[src/rtl/core/ipv6p_pkg.sv]
// ----------------------------------------------------------------------------
// ipv6p_pkg - shared types and constants of the IPv6 text address parser
// Character classes, the token passed from front to back, the result beat
// and the hex digit decode.
// ----------------------------------------------------------------------------
`default_nettype none

package ipv6p_pkg;

   localparam int unsigned GROUP_COUNT     = 8;
   localparam int unsigned GROUP_W         = 16;
   localparam int unsigned IDX_W           = $clog2(GROUP_COUNT);
   localparam int unsigned QUEUE_DEPTH_DEF = 2;

   localparam logic [7:0] NUL_CHAR   = 8'h00;
   localparam logic [7:0] COLON_CHAR = 8'h3A;
   localparam logic [7:0] DIGIT_0    = 8'h30;
   localparam logic [7:0] DIGIT_9    = 8'h39;
   localparam logic [7:0] LOWER_A    = 8'h61;
   localparam logic [7:0] LOWER_F    = 8'h66;
   localparam logic [7:0] UPPER_A    = 8'h41;
   localparam logic [7:0] UPPER_F    = 8'h46;

   typedef enum logic [1:0] {
      KIND_DIGIT,
      KIND_SEP,
      KIND_END
   } kind_type;

   typedef struct packed {
      kind_type    kind;
      logic [3:0]  nibble;
   } token_type;

   typedef struct packed {
      logic        addr_ok;
      logic [63:0] addr_high;
      logic [63:0] addr_low;
   } result_type;

   function automatic logic [3:0] hex_nibble(input logic [7:0] ch);
      logic [7:0] diff;
      diff = 8'h00;
      if (ch >= DIGIT_0 && ch <= DIGIT_9) begin
         diff = ch - DIGIT_0;
      end else if (ch >= LOWER_A && ch <= LOWER_F) begin
         diff = ch - LOWER_A + 8'd10;
      end else if (ch >= UPPER_A && ch <= UPPER_F) begin
         diff = ch - UPPER_A + 8'd10;
      end
      return diff[3:0];
   endfunction

endpackage

`default_nettype wire

[src/rtl/core/ipv6p_queue.sv]
// ----------------------------------------------------------------------------
// ipv6p_queue - small register queue
// First-in first-out store of DEPTH beats; push and pop in the same cycle while neither full nor empty.
// ----------------------------------------------------------------------------
`default_nettype none

module ipv6p_queue #(
   parameter int unsigned WIDTH = 8,
   parameter int unsigned DEPTH = 2
) (
   input  wire logic             clock,
   input  wire logic             reset,
   input  wire logic             push,
   input  wire logic [WIDTH-1:0] wr_data,
   output logic                  full,
   input  wire logic             pop,
   output logic [WIDTH-1:0]      rd_data,
   output logic                  empty
);

   localparam int unsigned PTR_W = (DEPTH > 1) ? $clog2(DEPTH) : 1;
   localparam int unsigned CNT_W = $clog2(DEPTH + 1);

   logic [WIDTH-1:0] slot_ff [DEPTH];
   logic [PTR_W-1:0] wr_ptr_ff, wr_ptr_in;
   logic [PTR_W-1:0] rd_ptr_ff, rd_ptr_in;
   logic [CNT_W-1:0] count_ff, count_in;
   logic             do_push, do_pop;

   assign full    = (count_ff == CNT_W'(DEPTH));
   assign empty   = (count_ff == '0);
   assign do_push = push && !full;
   assign do_pop  = pop && !empty;
   assign rd_data = slot_ff[rd_ptr_ff];

   function automatic logic [PTR_W-1:0] next_ptr(input logic [PTR_W-1:0] p);
      return (p == PTR_W'(DEPTH - 1)) ? '0 : p + 1'b1;
   endfunction

   always_comb begin
      wr_ptr_in = do_push ? next_ptr(wr_ptr_ff) : wr_ptr_ff;
      rd_ptr_in = do_pop ? next_ptr(rd_ptr_ff) : rd_ptr_ff;
      count_in  = count_ff;
      if (do_push && !do_pop) begin
         count_in = count_ff + 1'b1;
      end else if (do_pop && !do_push) begin
         count_in = count_ff - 1'b1;
      end
   end

   always_ff @(posedge clock) begin
      if (reset) begin
         wr_ptr_ff <= '0;
         rd_ptr_ff <= '0;
         count_ff  <= '0;
      end else begin
         wr_ptr_ff <= wr_ptr_in;
         rd_ptr_ff <= rd_ptr_in;
         count_ff  <= count_in;
      end
   end

   always_ff @(posedge clock) begin
      if (do_push) begin
         slot_ff[wr_ptr_ff] <= wr_data;
      end
   end

`ifndef SYNTHESIS
   a_count_bound: assert property (@(posedge clock) disable iff (reset)
      count_ff <= CNT_W'(DEPTH))
      else $error("queue count above depth");

   a_pop_only: assert property (@(posedge clock) disable iff (reset)
      (pop && !empty && !push) |=> (count_ff == $past(count_ff) - 1'b1))
      else $error("queue count not reduced by a lone pop");

   a_push_only: assert property (@(posedge clock) disable iff (reset)
      (push && !full && !pop) |=> (count_ff == $past(count_ff) + 1'b1))
      else $error("queue count not raised by a lone push");
`endif

endmodule

`default_nettype wire

[src/rtl/core/ipv6p_front.sv]
// ----------------------------------------------------------------------------
// ipv6p_front - character intake and classification
// Sorts each character into digit, separator or end of string, decodes the
// hex nibble and queues the token for the back end.
// ----------------------------------------------------------------------------
`default_nettype none

module ipv6p_front #(
   parameter int unsigned QUEUE_DEPTH = 2
) (
   input  wire logic                 clock,
   input  wire logic                 reset,
   input  wire logic                 req_push,
   input  wire logic [7:0]           req_char_in,
   output logic                      req_full,
   input  wire logic                 tok_pop,
   output ipv6p_pkg::token_type      tok,
   output logic                      tok_empty
);

   import ipv6p_pkg::*;

   token_type tok_wr;

   always_comb begin
      tok_wr.nibble = hex_nibble(req_char_in);
      if (req_char_in == NUL_CHAR) begin
         tok_wr.kind = KIND_END;
      end else if (req_char_in == COLON_CHAR) begin
         tok_wr.kind = KIND_SEP;
      end else begin
         tok_wr.kind = KIND_DIGIT;
      end
   end

   ipv6p_queue #(
      .WIDTH ($bits(token_type)),
      .DEPTH (QUEUE_DEPTH)
   ) u_tok_queue (
      .clock   (clock),
      .reset   (reset),
      .push    (req_push),
      .wr_data (tok_wr),
      .full    (req_full),
      .pop     (tok_pop),
      .rd_data (tok),
      .empty   (tok_empty)
   );

endmodule

`default_nettype wire

[src/rtl/core/ipv6p_back.sv]
// ----------------------------------------------------------------------------
// ipv6p_back - group assembly and result output
// Shifts digits into the group accumulator, stores groups, forms the 128-bit
// address at the eighth group or end of string and queues the result beat.
// ----------------------------------------------------------------------------
`default_nettype none

module ipv6p_back #(
   parameter int unsigned QUEUE_DEPTH = 2
) (
   input  wire logic                 clock,
   input  wire logic                 reset,
   input  wire ipv6p_pkg::token_type tok,
   input  wire logic                 tok_empty,
   output logic                      tok_pop,
   input  wire logic                 rsp_pop,
   output logic                      rsp_empty,
   output logic                      rsp_addr_ok,
   output logic [63:0]               rsp_addr_high,
   output logic [63:0]               rsp_addr_low
);

   import ipv6p_pkg::*;

   logic [GROUP_W-1:0] accum_ff, accum_in;
   logic [IDX_W-1:0]   index_ff, index_in;
   logic [GROUP_W-1:0] store_ff [GROUP_COUNT];
   logic [GROUP_W-1:0] store_in [GROUP_COUNT];
   logic               skip_ff, skip_in;

   logic               res_full;
   logic               res_push;
   logic               tok_fire;
   logic               last;
   logic [GROUP_W-1:0] group [GROUP_COUNT];
   result_type         res_wr, res_rd;

   assign tok_pop  = !res_full;
   assign tok_fire = tok_pop && !tok_empty;
   assign last     = (index_ff == IDX_W'(GROUP_COUNT - 1));

   // current group merged in at its slot
   always_comb begin
      for (int k = 0; k < GROUP_COUNT; k++) begin
         group[k] = (index_ff == IDX_W'(k)) ? accum_ff : store_ff[k];
      end
      res_wr.addr_ok   = last;
      res_wr.addr_high = {group[0], group[1], group[2], group[3]};
      res_wr.addr_low  = {group[4], group[5], group[6], group[7]};
   end

   always_comb begin
      accum_in = accum_ff;
      index_in = index_ff;
      skip_in  = skip_ff;
      res_push = 1'b0;
      for (int k = 0; k < GROUP_COUNT; k++) begin
         store_in[k] = store_ff[k];
      end
      if (tok_fire) begin
         if (skip_ff) begin
            if (tok.kind == KIND_END) begin
               skip_in = 1'b0;
            end
         end else begin
            unique case (tok.kind) inside
               KIND_DIGIT: begin
                  accum_in = {accum_ff[GROUP_W-5:0], tok.nibble};
               end
               KIND_SEP, KIND_END: begin
                  accum_in = '0;
                  if (last || tok.kind == KIND_END) begin
                     res_push = 1'b1;
                     index_in = '0;
                     skip_in  = last && (tok.kind != KIND_END);
                     for (int k = 0; k < GROUP_COUNT; k++) begin
                        store_in[k] = '0;
                     end
                  end else begin
                     store_in[index_ff] = accum_ff;
                     index_in           = index_ff + 1'b1;
                  end
               end
               default: begin
                  accum_in = accum_ff;
               end
            endcase
         end
      end
   end

   always_ff @(posedge clock) begin
      if (reset) begin
         accum_ff <= '0;
         index_ff <= '0;
         skip_ff  <= 1'b0;
         for (int k = 0; k < GROUP_COUNT; k++) begin
            store_ff[k] <= '0;
         end
      end else begin
         accum_ff <= accum_in;
         index_ff <= index_in;
         skip_ff  <= skip_in;
         for (int k = 0; k < GROUP_COUNT; k++) begin
            store_ff[k] <= store_in[k];
         end
      end
   end

   ipv6p_queue #(
      .WIDTH ($bits(result_type)),
      .DEPTH (QUEUE_DEPTH)
   ) u_rsp_queue (
      .clock   (clock),
      .reset   (reset),
      .push    (res_push),
      .wr_data (res_wr),
      .full    (res_full),
      .pop     (rsp_pop),
      .rd_data (res_rd),
      .empty   (rsp_empty)
   );

   assign rsp_addr_ok   = res_rd.addr_ok;
   assign rsp_addr_high = res_rd.addr_high;
   assign rsp_addr_low  = res_rd.addr_low;

`ifndef SYNTHESIS
   a_emit_clears: assert property (@(posedge clock) disable iff (reset)
      res_push |=> (index_ff == '0 && accum_ff == '0))
      else $error("string state not cleared after result beat");

   a_skip_idle: assert property (@(posedge clock) disable iff (reset)
      skip_ff |-> (index_ff == '0 && accum_ff == '0))
      else $error("group state held while skipping trailing text");

   a_skip_entry: assert property (@(posedge clock) disable iff (reset)
      $rose(skip_ff) |-> $past(res_push && res_wr.addr_ok))
      else $error("skip entered without a complete address");
`endif

endmodule

`default_nettype wire

[src/rtl/core/ipv6_text_address_parser.sv]
// ----------------------------------------------------------------------------
// ipv6_text_address_parser - full-form IPv6 text address parser
// Parses eight colon-separated hex groups, one character per beat.
//
// Input queue side: drive req_char_in and raise req_push; the beat is taken
// at a clock edge with req_full low. A character of zero ends the string.
// Result queue side: while rsp_empty is low the oldest result sits on
// rsp_addr_ok, rsp_addr_high and rsp_addr_low; rsp_pop takes it.
// A result is produced at the eighth group or at end of string.
// The closing character is registered in the token queue and its result in the
// result queue before the result shows on the rsp_ ports. Throughput: one
// character per cycle while req_full is low.
// A stalled receiver fills the result queue (QUEUE_DEPTH beats); the back
// end then stops taking tokens, the token queue fills and req_full rises.
// Reset clears both queues, the group store, accumulator and skip flag.
// ----------------------------------------------------------------------------
`default_nettype none

module ipv6_text_address_parser #(
   parameter int unsigned QUEUE_DEPTH = ipv6p_pkg::QUEUE_DEPTH_DEF
) (
   input  wire logic        clock,
   input  wire logic        reset,
   input  wire logic        req_push,
   input  wire logic [7:0]  req_char_in,
   output logic             req_full,
   input  wire logic        rsp_pop,
   output logic             rsp_empty,
   output logic             rsp_addr_ok,
   output logic [63:0]      rsp_addr_high,
   output logic [63:0]      rsp_addr_low
);

   import ipv6p_pkg::*;

   token_type tok;
   logic      tok_empty;
   logic      tok_pop;

   ipv6p_front #(
      .QUEUE_DEPTH (QUEUE_DEPTH)
   ) u_front (
      .clock       (clock),
      .reset       (reset),
      .req_push    (req_push),
      .req_char_in (req_char_in),
      .req_full    (req_full),
      .tok_pop     (tok_pop),
      .tok         (tok),
      .tok_empty   (tok_empty)
   );

   ipv6p_back #(
      .QUEUE_DEPTH (QUEUE_DEPTH)
   ) u_back (
      .clock         (clock),
      .reset         (reset),
      .tok           (tok),
      .tok_empty     (tok_empty),
      .tok_pop       (tok_pop),
      .rsp_pop       (rsp_pop),
      .rsp_empty     (rsp_empty),
      .rsp_addr_ok   (rsp_addr_ok),
      .rsp_addr_high (rsp_addr_high),
      .rsp_addr_low  (rsp_addr_low)
   );

endmodule

`default_nettype wire

[config.mk]
export PLATFORM = sky130hd
export DESIGN_NAME = ipv6_text_address_parser
export DESIGN_NICKNAME = d
export VERILOG_FILES = /design/src/rtl/core/ipv6p_pkg.sv /design/src/rtl/core/ipv6p_queue.sv /design/src/rtl/core/ipv6p_front.sv /design/src/rtl/core/ipv6p_back.sv /design/src/rtl/core/ipv6_text_address_parser.sv
export SDC_FILE = /design/constraint.sdc
export NUM_CORES = 1
export LEC_CHECK = 0
export CAP_MARGIN = 20
export CELL_PAD_IN_SITES_DETAIL_PLACEMENT = 1
export CELL_PAD_IN_SITES_GLOBAL_PLACEMENT = 1
export CORE_MARGIN = 1.5
export CORE_UTILIZATION = 50
export CTS_BUF_LIST = sky130_fd_sc_hd__clkbuf_4
export CTS_CLUSTER_DIAMETER = 40
export DETAILED_ROUTE_END_ITERATION = 8
export DONT_BUFFER_PORTS = 1
export MAX_ROUTING_LAYER = met4
export PLACE_DENSITY = 0.86
export SLEW_MARGIN = 15
export SYNTH_ARGS = -nofsm -noshare
export SYNTH_HDL_FRONTEND = slang
export SYNTH_HIERARCHICAL = 1
export SYNTH_SLANG_ARGS = --single-unit
[constraint.sdc]
create_clock -name clock -period 16.05 [get_ports clock]
set_input_delay 2.4075 -clock clock [delete_from_list [all_inputs] [get_ports clock]]
set_output_delay 2.4075 -clock clock [all_outputs]
set_load 0.02 [all_outputs]
==> results.txt, run 1 <==
----------------------------------------------------
[Floorplan]
  Area of the die ... 0.0352 sq mm
  Vertical die dimension ... 188 um
  Row cnt ... 67
  Starting density of the core ... 50.9%
  Number of ports placed on the die boundary ... 143
  Core area ... 0.0335 sq mm
  Horizontal extent of the die ... 188 um

[Routing]
  Number of vias per cell ... 5.77
  Detailed Routing Iterations Pass 1 ... 5
  DR iter-0 viols ... 604
  Antenna viol nets, final ... 0
  DRT Wirelength ... 39500 um
  Drt drc ... 0
  Routed wire length per instance ... 23.9 um
  Vias after detailed routing ... 9527

[Yosys]
  Area leader, netlist ... sky130_fd_sc_hd__edfxtp_1
  Count of unique library cells instantiated by Yosys ... 47
  Cell types occupying the most area after synthesis ... sky130_fd_sc_hd__edfxtp_1, sky130_fd_sc_hd__dfxtp_1, sky130_fd_sc_hd__mux2_2, sky130_fd_sc_hd__a22o_1, sky130_fd_sc_hd__ha_1
  Post-synthesis net count ... 1108
  Synthesis warning total ... 6
  Post-synth EDFFs ... 270
  Most numerous cell in the Yosys netlist ... sky130_fd_sc_hd__edfxtp_1
  Ranking of synthesized cells by instance count ... sky130_fd_sc_hd__edfxtp_1, sky130_fd_sc_hd__mux2_2, sky130_fd_sc_hd__dfxtp_1, sky130_fd_sc_hd__a22o_1, sky130_fd_sc_hd__clkbuf_1
  Flop and latch count out of synthesis ... 428
  Synthesized netlist cell count ... 1082
  Top-area cell type share of the netlist area ... 47.5%
  Avg Cell Area, Syn ... 15.8 sq um
  Seq/Total Area, Yosys ... 66.1%
  Fraction of synthesis flops using an asynchronous set or reset pin ... 0%
  Combined area of all synthesized cells ... 0.0171 sq mm
  Post-synth top flop ... sky130_fd_sc_hd__edfxtp_1

[Clock tree]
  Clock sink total ... 428
  CTS clock-pin slew for the worst setup and hold paths ... 0.06 ns
  Buffer type at the clock tree root ... sky130_fd_sc_hd__clkbuf_4
  Number of buffers inserted during clock tree synthesis ... 101
  Post-CTS Setup Inserts ... 0
  Clock insertion delay at the later pin of the skew report ... 0.78 ns
  Number of H-tree levels ... 3
  Number of cells upsized or downsized after cts ... 0
  Count of hold buffers inserted by post-cts repair ... 0
  CTS tree ... done
  Largest buffer count on any clock path ... 3

[Job]
  Max Cap Viol ... 0

[Worst setup path]
  Critical Path Sink Type ... output pin
  Register-to-Register Path Depth ... 8
  Critical path type ... reg -> out
  Worst EP arrival ... 2.67 ns
  Req. time, crit path ... 13.64 ns
  Crit Path Max Fanout ... 52
  Startpoint type of the worst setup path ... flip-flop

[Placed design]
  Post-detail-place hpwl ... 24100 um
  Area of placed instances ... 0.0172 sq mm
  Final estimated routing congestion in global placement ... 0.765
  Port-buffer cells ... 0

[Timing]
  Setup Total Neg Slack ... 0 ns
  Hold violation count in the final report ... 0
  Worst Hold Slack ... 0.472 ns
  Slew @ Worst Pin ... 1.16 ns
  Final Max Slew Viols ... 0
  Worst Clk Skew ... 0.0494 ns
  Relative max-transition margin ... 22.6%
  Upper clock frequency limit ... 0.197 GHz
  Final period demand of the worst path ... 5.07 ns
  Count of final setup violators ... 0
  Post-route fraction of the period consumed by the critical path ... 31.6%
  RSZ-0062 raised after global routing ... no

[Finish]
  Relative area change from synthesis to final layout ... 9.18%
  Post-Layout Inst Area ... 0.0186 sq mm
  Final layout net count ... 1137
  Share of final-layout standard cells stronger than drive strength 1 ... 39.4%
  Filler cell count in the final layout ... 3168
  Utilization after layout ... 55.5%

[Global routing]
  Combined global-route utilization of all metal layers ... 23.0%
  Wire length of the first global-routing pass ... 60500 um
  Antenna violations before repair ... 2
  Global-route congestion overflow total ... 0
  Maximum number of pins on one net before global-route repair ... 79
  Vias in the first global route ... 10367

[Power and ir drop]
  VDD IR-drop max ... 64.9 uV
  Leakage component of the power ... 6.78 nW
  Pwr dens ... 144 mW/mm^2
  Overall power after layout ... 2.69 mW

[Status]
  Status ... completed

[Hold path]
  Classification of the worst-slack hold path ... reg -> reg
  Hold path cells ... 1

----------------------------------------------------
[state kept, by name (all words and copies together), names as in the netlist, named ones only]
register / cells
u_back/u_rsp_queue/slot_ff: 258
u_back/store_ff: 128
u_back/accum_ff: 16
u_front/u_tok_queue/slot_ff: 12
u_back/index_ff: 3
u_back/u_rsp_queue/count_ff: 2
u_front/u_tok_queue/count_ff: 2
u_back/skip_ff: 1
u_back/u_rsp_queue/rd_ptr_ff: 1
u_back/u_rsp_queue/wr_ptr_ff: 1
u_front/u_tok_queue/rd_ptr_ff: 1
u_front/u_tok_queue/wr_ptr_ff: 1
[layout make-up]
type | count | area, sq um | share of cell area (%)
repair buffers | 12 | 123 | 0.658
diodes | 4 | 10.0 | 0.0537
multi-input cells | 556 | 5280 | 28.3
clock inverters | 38 | 173 | 0.927
clock buffers | 154 | 1160 | 6.21
well taps | 448 | 561 | 3.01
flip-flops and latches | 428 | 11300 | 60.5
inverters | 12 | 47.5 | 0.255
[routing by layer]
metal / vias to the layer above / share of wire, % / routed length, um / track usage [%]
li1: 4273 / - / - / -
met1: 4889 / 39 / 15600 / 26.1
met2: 298 / 52 / 20500 / 39.0
met3: 67 / 6.7 / 2640 / 6.49
met4: 0 / 1.9 / 770 / 7.75
met5: - / 0 / 0 / -
[critical path: stages, from the launching register on]
cell and delay, ns:
sky130_fd_sc_hd__dfxtp_4 0.71, sky130_fd_sc_hd__buf_4 0.64, sky130_fd_sc_hd__mux2_2 0.48
[through the flow]
stage / instances / setup slack, ns
final: 1652 / 10.98
after global routing: 1651 / 10.79
after CTS: 1646 / 10.45
after detailed placement: 1454 / 11.32
after global placement: 1454 / 11.39
after floorplan: 1082 / 10.34
[cell usage in the layout (no fill, tap or decap), types with 2 or more instances in the layout]
cell                         n
sky130_fd_sc_hd__clkbuf_4  154
sky130_fd_sc_hd__inv_1      11
sky130_fd_sc_hd__a22o_2     11
sky130_fd_sc_hd__dfxtp_1   157
sky130_fd_sc_hd__nor3b_1     4
sky130_fd_sc_hd__nand3_1    18
sky130_fd_sc_hd__edfxtp_1  270
sky130_fd_sc_hd__clkinv_2    3
sky130_fd_sc_hd__nor3b_4     5
sky130_fd_sc_hd__nor2b_2     2
sky130_fd_sc_hd__diode_2     4
sky130_fd_sc_hd__ha_1       14
sky130_fd_sc_hd__mux2_2    263
sky130_fd_sc_hd__o22ai_2     5
sky130_fd_sc_hd__or3_1       5
sky130_fd_sc_hd__nor4_4      2
sky130_fd_sc_hd__nor3_1      3
sky130_fd_sc_hd__buf_4      10
sky130_fd_sc_hd__o22ai_1     3
sky130_fd_sc_hd__a22o_1    118
sky130_fd_sc_hd__a21oi_1    24
sky130_fd_sc_hd__nor2b_1     2
sky130_fd_sc_hd__nor4_2      2
sky130_fd_sc_hd__nand2_1    25
sky130_fd_sc_hd__inv_2       3
sky130_fd_sc_hd__and3b_1     3
sky130_fd_sc_hd__nor2_1     15
sky130_fd_sc_hd__o21ai_0     6
sky130_fd_sc_hd__clkinv_1   31
sky130_fd_sc_hd__xor2_1      6
[cell families (layout without fill, tap and decap cells)]
family          count (synthesis)  after routing  share of synthesized area [%]
compound gates                174            174                           8.44
other cells                     0              4                              0
xor+xnor                        6              6                          0.308
flops                         428            428                           66.1
simple gates                   99             99                           3.72
mux                           263            263                           17.4
fa+ha+maj                      14             14                           1.03
buf+inv                        98            216                           3.06
[worst paths after layout]
| check | start | endpoint | slack (ns) |
|---|---|---|---|
| setup / recovery | flip-flop | rsp_addr_low[52] | 10.98 |
| hold / removal | u_back/store_ff[0][9]$_SDFFE_PP0P_ | u_back/store_ff[0][9]$_SDFFE_PP0P_ | 0.47 |
| setup reg to reg | u_back/index_ff[1]$_SDFFE_PP0P_ | u_back/u_rsp_queue/slot_ff[0][24]$_DFFE_PP_ | 11.25 |
| hold reg to reg | u_back/store_ff[0][9]$_SDFFE_PP0P_ | u_back/store_ff[0][9]$_SDFFE_PP0P_ | 0.47 |
[power by group]
group / internal, mW / total, mW / switching [mW]
logic: 0.168 / 0.525 / 0.357
registers: 1.22 / 1.28 / 0.0563
clock network: 0.456 / 0.880 / 0.424
total: 1.85 / 2.69 / 0.838
Power figures use the tool's default switching activity.
==> run 2: changes to the inputs <==
--- a/config.mk
+++ b/config.mk
@@ -15,7 +15,7 @@
 export DETAILED_ROUTE_END_ITERATION = 8
 export DONT_BUFFER_PORTS = 1
 export MAX_ROUTING_LAYER = met4
-export PLACE_DENSITY = 0.86
+export PLACE_DENSITY = 0.89
 export SLEW_MARGIN = 15
 export SYNTH_ARGS = -nofsm -noshare
 export SYNTH_HDL_FRONTEND = slang
==> constraint.sdc (replaced) <==
create_clock -name clock -period 4.3 [get_ports clock]
set_input_delay 0.645 -clock clock [delete_from_list [all_inputs] [get_ports clock]]
set_output_delay 0.645 -clock clock [all_outputs]
set_load 0.02 [all_outputs]
==> results.txt, run 2 (same netlist as run 1, synthesis figures left out) <==
----------------------------------------------------
[Timing]
  Hold violation count in the final report ... 0 (unchanged)
  RSZ-0062 raised after global routing ... no
  Final Max Slew Viols ... 0 (unchanged)
  Count of final setup violators ... 0 (unchanged)
  Post-route fraction of the period consumed by the critical path ... 77.7%
  Slew @ Worst Pin ... 1.11 ns (-0.0477 ns)
  Final period demand of the worst path ... 3.34 ns
  Worst Clk Skew ... 0.0390 ns (-0.0104 ns)
  Upper clock frequency limit ... 0.299 GHz
  Relative max-transition margin ... 25.7% (+3.1 points)
  Setup Total Neg Slack ... 0 ns (unchanged)

[Worst setup path]
  Worst EP arrival ... 4.01 ns (+1.34 ns)
  Startpoint type of the worst setup path ... flip-flop
  Critical Path Sink Type ... flip-flop
  R2r startpoint ... u_back/index_ff[1]$_SDFFE_PP0P_
  Register-to-Register Path Depth ... 7 (-1)
  Crit Path Max Fanout ... 21 (-60%)
  Endpoint of the lowest-slack register-to-register path ... u_back/store_ff[1][9]$_SDFFE_PP0P_
  Worst-case register-to-register setup slack ... 0.96 ns (-10.29 ns)
  Critical path type ... reg -> reg
  Req. time, crit path ... 4.97 ns (-8.67 ns)

[Routing]
  Antenna viol nets, final ... 0 (unchanged)
  Number of vias per cell ... 6.05 (+4.8%)
  DRT Wirelength ... 45300 um (+15%)
  Detailed Routing Iterations Pass 1 ... 5 (unchanged)
  Routed wire length per instance ... 27.4 um (+14%)
  DR iter-0 viols ... 893 (+48%)
  Drt drc ... 0 (unchanged)
  Vias after detailed routing ... 10006 (+5.0%)

[Clock tree]
  Clock insertion delay at the later pin of the skew report ... 0.79 ns (about the same)
  Clock sink total ... 428 (unchanged)
  Number of H-tree levels ... 3 (unchanged)
  Number of buffers inserted during clock tree synthesis ... 105 (+4.0%)
  CTS tree ... done
  Buffer type at the clock tree root ... sky130_fd_sc_hd__clkbuf_4
  Number of cells upsized or downsized after cts ... 0 (unchanged)
  Largest buffer count on any clock path ... 3 (unchanged)
  CTS clock-pin slew for the worst setup and hold paths ... 0.07 ns (about the same)

[Hold path]
  Worst min-delay path startpoint ... req_char_in[2]
  Classification of the worst-slack hold path ... in -> reg
  Hold path cells ... 1 (unchanged)
  Capture endpoint of the worst hold path ... u_front/u_tok_queue/slot_ff[0][4]$_DFFE_PP_

[Global routing]
  Global-route congestion overflow total ... 0 (unchanged)
  Maximum number of pins on one net before global-route repair ... 84 (+6.3%)
  Wire length of the first global-routing pass ... 69200 um (+15%)
  Antenna violations before repair ... 1 (-1)
  Vias in the first global route ... 10979 (+5.9%)
  Combined global-route utilization of all metal layers ... 26.8% (+3.9 points)

[Job]
  Max Cap Viol ... 0 (unchanged)

[Finish]
  Filler cell count in the final layout ... 3147 (-0.66%)
  Relative area change from synthesis to final layout ... 9.84%
  Registers with the highest flip-flop counts ... u_back/u_rsp_queue/slot_ff: 258 flops, u_back/store_ff: 128 flops, u_back/accum_ff: 16 flops
  Utilization after layout ... 55.9% (+0.34 points)
  Leading cell type in the layout, fill and taps excluded ... sky130_fd_sc_hd__edfxtp_1
  Most frequent cells in the layout ... sky130_fd_sc_hd__edfxtp_1, sky130_fd_sc_hd__mux2_2, sky130_fd_sc_hd__clkbuf_4
  Max FFs per register ... 258 (unchanged)
  Share of final-layout standard cells stronger than drive strength 1 ... 40.7% (+1.3 points)
  Post-Layout Inst Area ... 0.0187 sq mm (+0.60%)
  Register containing the most flip-flops in the final layout ... u_back/u_rsp_queue/slot_ff
  Final layout net count ... 1143 (+0.53%)

[Floorplan]
  Area of the die ... 0.0352 sq mm (unchanged)
  Horizontal extent of the die ... 188 um (unchanged)
  Row cnt ... 67 (unchanged)
  Vertical die dimension ... 188 um (unchanged)
  Starting density of the core ... 50.9% (unchanged)
  Number of ports placed on the die boundary ... 143 (unchanged)
  Core area ... 0.0335 sq mm (unchanged)

[Power and ir drop]
  Flop pwr share ... 46.3% (-1.4 points)
  Net switching power of the design ... 3.33 mW (+300%)
  Overall power after layout ... 10.4 mW (+290%)
  VDD IR-drop max ... 384 uV (+490%)
  Leakage component of the power ... 6.84 nW (+0.87%)
  Internal power contribution ... 7.02 mW (+280%)
  Part of the total power dissipated in combinational logic ... 19.7% (about the same)
  Clock power share ... 33.9% (+1.1 points)
  Pwr dens ... 552 mW/mm^2 (+280%)
  Switching share of power ... 32.2% (+0.95 points)

[Placed design]
  Post-detail-place hpwl ... 24700 um (+2.4%)
  Final estimated routing congestion in global placement ... 0.774 (+1.2%)
  Area of placed instances ... 0.0173 sq mm (+0.50%)
  Port-buffer cells ... 0 (unchanged)

[Status]
  Status ... completed

----------------------------------------------------
run 2: how the worst max path moves through the flow:
stage	start	to	cells after the start
floorplan	flip-flop	u_back/u_rsp_queue/slot_ff[1][0]$_DFFE_PP_	11
global placement	flip-flop	u_back/u_rsp_queue/slot_ff[0][45]$_DFFE_PP_	9
detailed placement	flip-flop	u_back/u_rsp_queue/slot_ff[0][123]$_DFFE_PP_	9
CTS	flip-flop	u_back/u_rsp_queue/slot_ff[0][13]$_DFFE_PP_	9
global route	u_back/index_ff[1]$_SDFFE_PP0P_	u_back/store_ff[1][13]$_SDFFE_PP0P_	7
finish	u_back/index_ff[1]$_SDFFE_PP0P_	u_back/store_ff[1][9]$_SDFFE_PP0P_	7
run 2: metrics by stage:
| step | setup WS, ns | hold slack (ns) | instances |
|---|---|---|---|
| 6_report | 0.959 | 0.0685 | 1655 |
| 3_3_place_gp | 1.11 | 0.455 | 1457 |
| 4_1_cts | 0.959 | 0.0201 | 1654 |
| 3_5_place_dp | 0.999 | 0.462 | 1457 |
| 2_1_floorplan | 0.0363 | 0.443 | 1082 |
| 5_1_grt | 0.810 | 0.0476 | 1655 |
run 2: area by class of cell:
cell class                      count  area [sq um]  area share (%)
Inverter                           12          48.8           0.260
Clock buffer                      174          1310            6.97
Multi-Input combinational cell    556          5280            28.2
Sequential cell                   428         11300            60.2
Antenna cell                        1          2.50          0.0134
Clock inverter                     22          83.8           0.447
Timing Repair Buffer               14           180           0.962
Tap cell                          448           561            2.99
run 2: power by group through the flow:
stage | combinational [mW] | clock [mW] | sequential [mW]
2_1_floorplan | 1.77 | 0 | 4.71
3_3_place_gp | 1.97 | 0 | 4.86
3_5_place_dp | 2.01 | 0 | 4.88
4_1_cts | 2.05 | 3.58 | 4.79
5_1_grt | 2.15 | 3.77 | 4.82
6_report | 2.04 | 3.51 | 4.79
run 2: timing repair:
item / 4_1_cts / 5_1_grt
endpoints found under the setup margin: 0 / 0
endpoints found under the hold margin: 30 / 0
hold buffers: 1 / 0
buffers inserted: 0 / 0
run 2: critical path, stage by stage (launching register included):
cell and delay (ns):
sky130_fd_sc_hd__dfxtp_1 0.60, sky130_fd_sc_hd__ha_1 0.27, sky130_fd_sc_hd__ha_1 0.15, sky130_fd_sc_hd__buf_4 0.31, sky130_fd_sc_hd__or3_1 0.83, sky130_fd_sc_hd__o22ai_1 0.46
sky130_fd_sc_hd__buf_4 0.33, sky130_fd_sc_hd__a22o_1 0.26
run 2: metal layers:
layer	track usage, %	vias to the layer above	wire [um]
li1	-	4293	-
met1	31.4	5152	17900
met2	43.9	445	22700
met3	5.84	116	2840
met4	13.3	0	1800
met5	-	-	0
==> run 3: changes to the inputs <==
--- a/config.mk
+++ b/config.mk
@@ -5,11 +5,12 @@
 export SDC_FILE = /design/constraint.sdc
 export NUM_CORES = 1
 export LEC_CHECK = 0
+export ABC_AREA = 1
 export CAP_MARGIN = 20
 export CELL_PAD_IN_SITES_DETAIL_PLACEMENT = 1
 export CELL_PAD_IN_SITES_GLOBAL_PLACEMENT = 1
 export CORE_MARGIN = 1.5
-export CORE_UTILIZATION = 50
+export CORE_UTILIZATION = 48
 export CTS_BUF_LIST = sky130_fd_sc_hd__clkbuf_4
 export CTS_CLUSTER_DIAMETER = 40
 export DETAILED_ROUTE_END_ITERATION = 8
==> constraint.sdc (replaced) <==
create_clock -name clock -period 3 [get_ports clock]
set_input_delay 0.45 -clock clock [delete_from_list [all_inputs] [get_ports clock]]
set_output_delay 0.45 -clock clock [all_outputs]
set_load 0.02 [all_outputs]
==> results.txt, run 3 <==
----------------------------------------------------
[Timing]
  RSZ-0062 raised after global routing ... no
  Post-route fraction of the period consumed by the critical path ... 91.8%
  Setup Total Neg Slack ... 0 ns (unchanged)
  Upper clock frequency limit ... 0.363 GHz
  Final Max Slew Viols ... 0 (unchanged)
  Hold violation count in the final report ... 0 (unchanged)
  Slew @ Worst Pin ... 0.880 ns (-0.233 ns)
  Relative max-transition margin ... 41.2% (+16 points)
  Worst Clk Skew ... 0.0522 ns (+0.0132 ns)
  Final period demand of the worst path ... 2.75 ns
  Count of final setup violators ... 0 (unchanged)

[Floorplan]
  Number of ports placed on the die boundary ... 143 (unchanged)
  Starting density of the core ... 48.4% (-2.4 points)
  Vertical die dimension ... 195 um (+3.8%)
  Horizontal extent of the die ... 195 um (+3.8%)
  Core area ... 0.0364 sq mm (+8.7%)
  Row cnt ... 70 (+4.5%)
  Area of the die ... 0.0379 sq mm (+7.7%)

[Yosys]
  Top-area cell type share of the netlist area ... 45.9% (-1.6 points)
  Fraction of synthesis flops using an asynchronous set or reset pin ... 0% (unchanged)
  Area leader, netlist ... sky130_fd_sc_hd__edfxtp_1
  Avg Cell Area, Syn ... 11.3 sq um (-28%)
  Ranking of synthesized cells by instance count ... sky130_fd_sc_hd__nand2_1, sky130_fd_sc_hd__edfxtp_1, sky130_fd_sc_hd__a21oi_1, sky130_fd_sc_hd__dfxtp_1, sky130_fd_sc_hd__mux2_2
  Synthesis warning total ... 6 (unchanged)
  Post-synth top flop ... sky130_fd_sc_hd__edfxtp_1
  Post-synthesis net count ... 1585 (+43%)
  Post-synth EDFFs ... 270 (unchanged)
  Combined area of all synthesized cells ... 0.0177 sq mm (+3.5%)
  Flop and latch count out of synthesis ... 428 (unchanged)
  Cell types occupying the most area after synthesis ... sky130_fd_sc_hd__edfxtp_1, sky130_fd_sc_hd__dfxtp_1, sky130_fd_sc_hd__nand2_1, sky130_fd_sc_hd__mux2_2, sky130_fd_sc_hd__a21oi_1
  Most numerous cell in the Yosys netlist ... sky130_fd_sc_hd__nand2_1
  Synthesized netlist cell count ... 1559 (+44%)
  Count of unique library cells instantiated by Yosys ... 30 (-36%)
  Seq/Total Area, Yosys ... 63.9% (-2.2 points)

[Clock tree]
  Clock sink total ... 428 (unchanged)
  CTS clock-pin slew for the worst setup and hold paths ... 0.06 ns (about the same)
  Number of H-tree levels ... 3 (unchanged)
  Clock insertion delay at the later pin of the skew report ... 0.82 ns (+0.03 ns)
  Post-CTS Setup Inserts ... 0 (unchanged)
  Buffer type at the clock tree root ... sky130_fd_sc_hd__clkbuf_4
  CTS tree ... done
  Largest buffer count on any clock path ... 3 (unchanged)
  Number of buffers inserted during clock tree synthesis ... 107 (+1.9%)

[Worst setup path]
  Critical path's top delay family ... flip-flops
  Startpoint type of the worst setup path ... flip-flop
  R2r startpoint ... u_back/index_ff[0]$_SDFFE_PP0P_
  Cells along the critical path ... buf_12 -> mux2_2
  Highest cell delay on the worst timing path ... 0.67 ns (-0.16 ns)
  Req. time, crit path ... 2.55 ns (-2.42 ns)
  Total number of cells along the worst setup path ... 2 (-5)
  Worst-case register-to-register setup slack ... 0.38 ns (-0.58 ns)
  Critical path type ... reg -> out
  Crit Path Max Fanout ... 52 (+150%)
  Critical Path Sink Type ... output pin
  Endpoint of the lowest-slack register-to-register path ... u_back/store_ff[0][12]$_SDFFE_PP0P_
  End point of the critical path ... rsp_addr_low[63]
  Register-to-Register Path Depth ... 8 (+1)
  Worst EP arrival ... 2.30 ns (-1.71 ns)
  Slowest cell on the critical path ... sky130_fd_sc_hd__dfxtp_4
  Critical path buffers and inverters ... 1 (-1)

[Global routing]
  Global-route congestion overflow total ... 0 (unchanged)
  Maximum number of pins on one net before global-route repair ... 151 (+80%)
  Vias in the first global route ... 13230 (+21%)
  Wire length of the first global-routing pass ... 77000 um (+11%)
  Combined global-route utilization of all metal layers ... 27.6% (+0.82 points)
  Antenna violations before repair ... 2 (+1)

[Finish]
  Share of final-layout standard cells stronger than drive strength 1 ... 22.9% (-18 points)
  Leading cell type in the layout, fill and taps excluded ... sky130_fd_sc_hd__nand2_1
  Register containing the most flip-flops in the final layout ... u_back/u_rsp_queue/slot_ff
  Final layout net count ... 1643 (+44%)
  Relative area change from synthesis to final layout ... 11.4%
  Filler cell count in the final layout ... 3860 (+23%)
  Combined area of the multi-input logic cells ... 0.00569 sq mm (+7.8%)
  Post-Layout Inst Area ... 0.0197 sq mm (+5.0%)
  FF+latch area ... 0.0113 sq mm (about the same)
  Max FFs per register ... 258 (unchanged)
  Most frequent cells in the layout ... sky130_fd_sc_hd__nand2_1, sky130_fd_sc_hd__edfxtp_1, sky130_fd_sc_hd__a21oi_1
  Registers with the highest flip-flop counts ... u_back/u_rsp_queue/slot_ff: 258 flops, u_back/store_ff: 128 flops, u_back/accum_ff: 16 flops

[Routing]
  Vias after detailed routing ... 12569 (+26%)
  Drt drc ... 0 (unchanged)
  DRT Wirelength ... 52100 um (+15%)
  Antenna viol nets, final ... 0 (unchanged)
  Routed wire length per instance ... 23.9 um (-13%)
  Number of vias per cell ... 5.77 (-4.6%)
  Detailed Routing Iterations Pass 1 ... 5 (unchanged)
  DR iter-0 viols ... 1378 (+54%)

[Power and ir drop]
  Internal power contribution ... 10.6 mW (+51%)
  Clock power share ... 34.1% (+0.2 points)
  Switching share of power ... 32.8% (+0.61 points)
  Leakage component of the power ... 6.74 nW (-1.5%)
  Net switching power of the design ... 5.15 mW (+55%)
  VDD IR-drop max ... 413 uV (+7.7%)
  Part of the total power dissipated in combinational logic ... 22.2% (+2.5 points)
  Pwr dens ... 800 mW/mm^2 (+45%)
  Flop pwr share ... 43.6% (-2.7 points)

[Placed design]
  Post-detail-place hpwl ... 30700 um (+24%)
  Area of placed instances ... 0.0180 sq mm (+3.9%)
  Port-buffer cells ... 0 (unchanged)
  Final estimated routing congestion in global placement ... 0.814 (+5.2%)

[Status]
  Status ... completed

[Hold path]
  Classification of the worst-slack hold path ... in -> reg

[Job]
  Max Cap Viol ... 0 (unchanged)

----------------------------------------------------
[run 3: kinds of logic (layout without fill, tap and decap cells)]
logic type | after synthesis | after routing | synth area share, %
simple gates | 547 | 547 | 13.8
flops | 428 | 428 | 63.9
compound gates | 294 | 294 | 8.41
buf+inv | 141 | 292 | 4.29
mux | 135 | 135 | 8.61
fa+ha+maj | 14 | 14 | 0.992
other cells | 0 | 2 | 0
[run 3: worst register-to-register path, delay by kind of cell (launching register included)]
family	cells	cell delay [ns]
compound gates	1	0.16
fa+ha+maj	2	0.58
buf+inv	1	0.32
flops	1	0.42
simple gates	4	1.02
[run 3: how the worst min path moves through the flow]
stage	start	to	depth (start not counted)
detailed placement	u_back/store_ff[1][35]$_SDFFE_PP0P_	u_back/store_ff[1][35]$_SDFFE_PP0P_	2
finish	req_char_in[3]	u_front/u_tok_queue/slot_ff[0][3]$_DFFE_PP_	3
global placement	u_back/store_ff[0][18]$_SDFFE_PP0P_	u_back/store_ff[0][18]$_SDFFE_PP0P_	2
floorplan	u_back/store_ff[0][13]$_SDFFE_PP0P_	u_back/store_ff[0][13]$_SDFFE_PP0P_	2
CTS	req_char_in[3]	u_front/u_tok_queue/slot_ff[0][3]$_DFFE_PP_	3
global route	req_char_in[3]	u_front/u_tok_queue/slot_ff[0][3]$_DFFE_PP_	3
[run 3: metrics by stage]
| stage | util (%) | setup slack [ns] | power [mW] | hold slack (ns) | cells |
|---|---|---|---|---|---|
| floorplan | - | -0.981 | 9.86 | 0.439 | 1559 |
| global placement | 49.4 | 0.651 | 10.2 | 0.445 | 1964 |
| detailed placement | 49.4 | 0.536 | 10.4 | 0.451 | 1964 |
| CTS | 54.0 | 0.170 | 15.8 | 0.0229 | 2178 |
| global route | 54.0 | 0.141 | 16.3 | 0.0663 | 2180 |
| finish | 54.0 | 0.246 | 15.7 | 0.102 | 2180 |
[run 3: power groups by stage]
stage / clock [mW] / sequential (mW) / combinational, mW
after floorplan: 0 / 6.87 / 2.99
after global placement: 0 / 6.94 / 3.28
after detailed placement: 0 / 6.99 / 3.38
after CTS: 5.47 / 6.86 / 3.46
after global routing: 5.74 / 6.90 / 3.69
final: 5.37 / 6.86 / 3.50
[run 3: final cells by class]
type	instances	area share (%)
antenna	2	0.0254
clock buffer	170	6.49
clock inverter	32	1.29
inverter	59	1.14
multi-input combinational	990	28.9
sequential	428	57.3
tap	468	2.98
timing repair buffer	31	1.81
[run 3: layer usage]
layer / global-route usage, % / part of all wire (%)
met2: 46.2 / 51
met4: 15.4 / 4.8
met5: - / 0
met3: 6.39 / 7.1
met1: 30.6 / 37
[run 3: timing repair]
action / CTS / global route
endpoints found under the hold margin: 171 / 0
setup endpoints to repair: 0 / 0
resized for setup: 0 / 0
hold buffers: 12 / 0
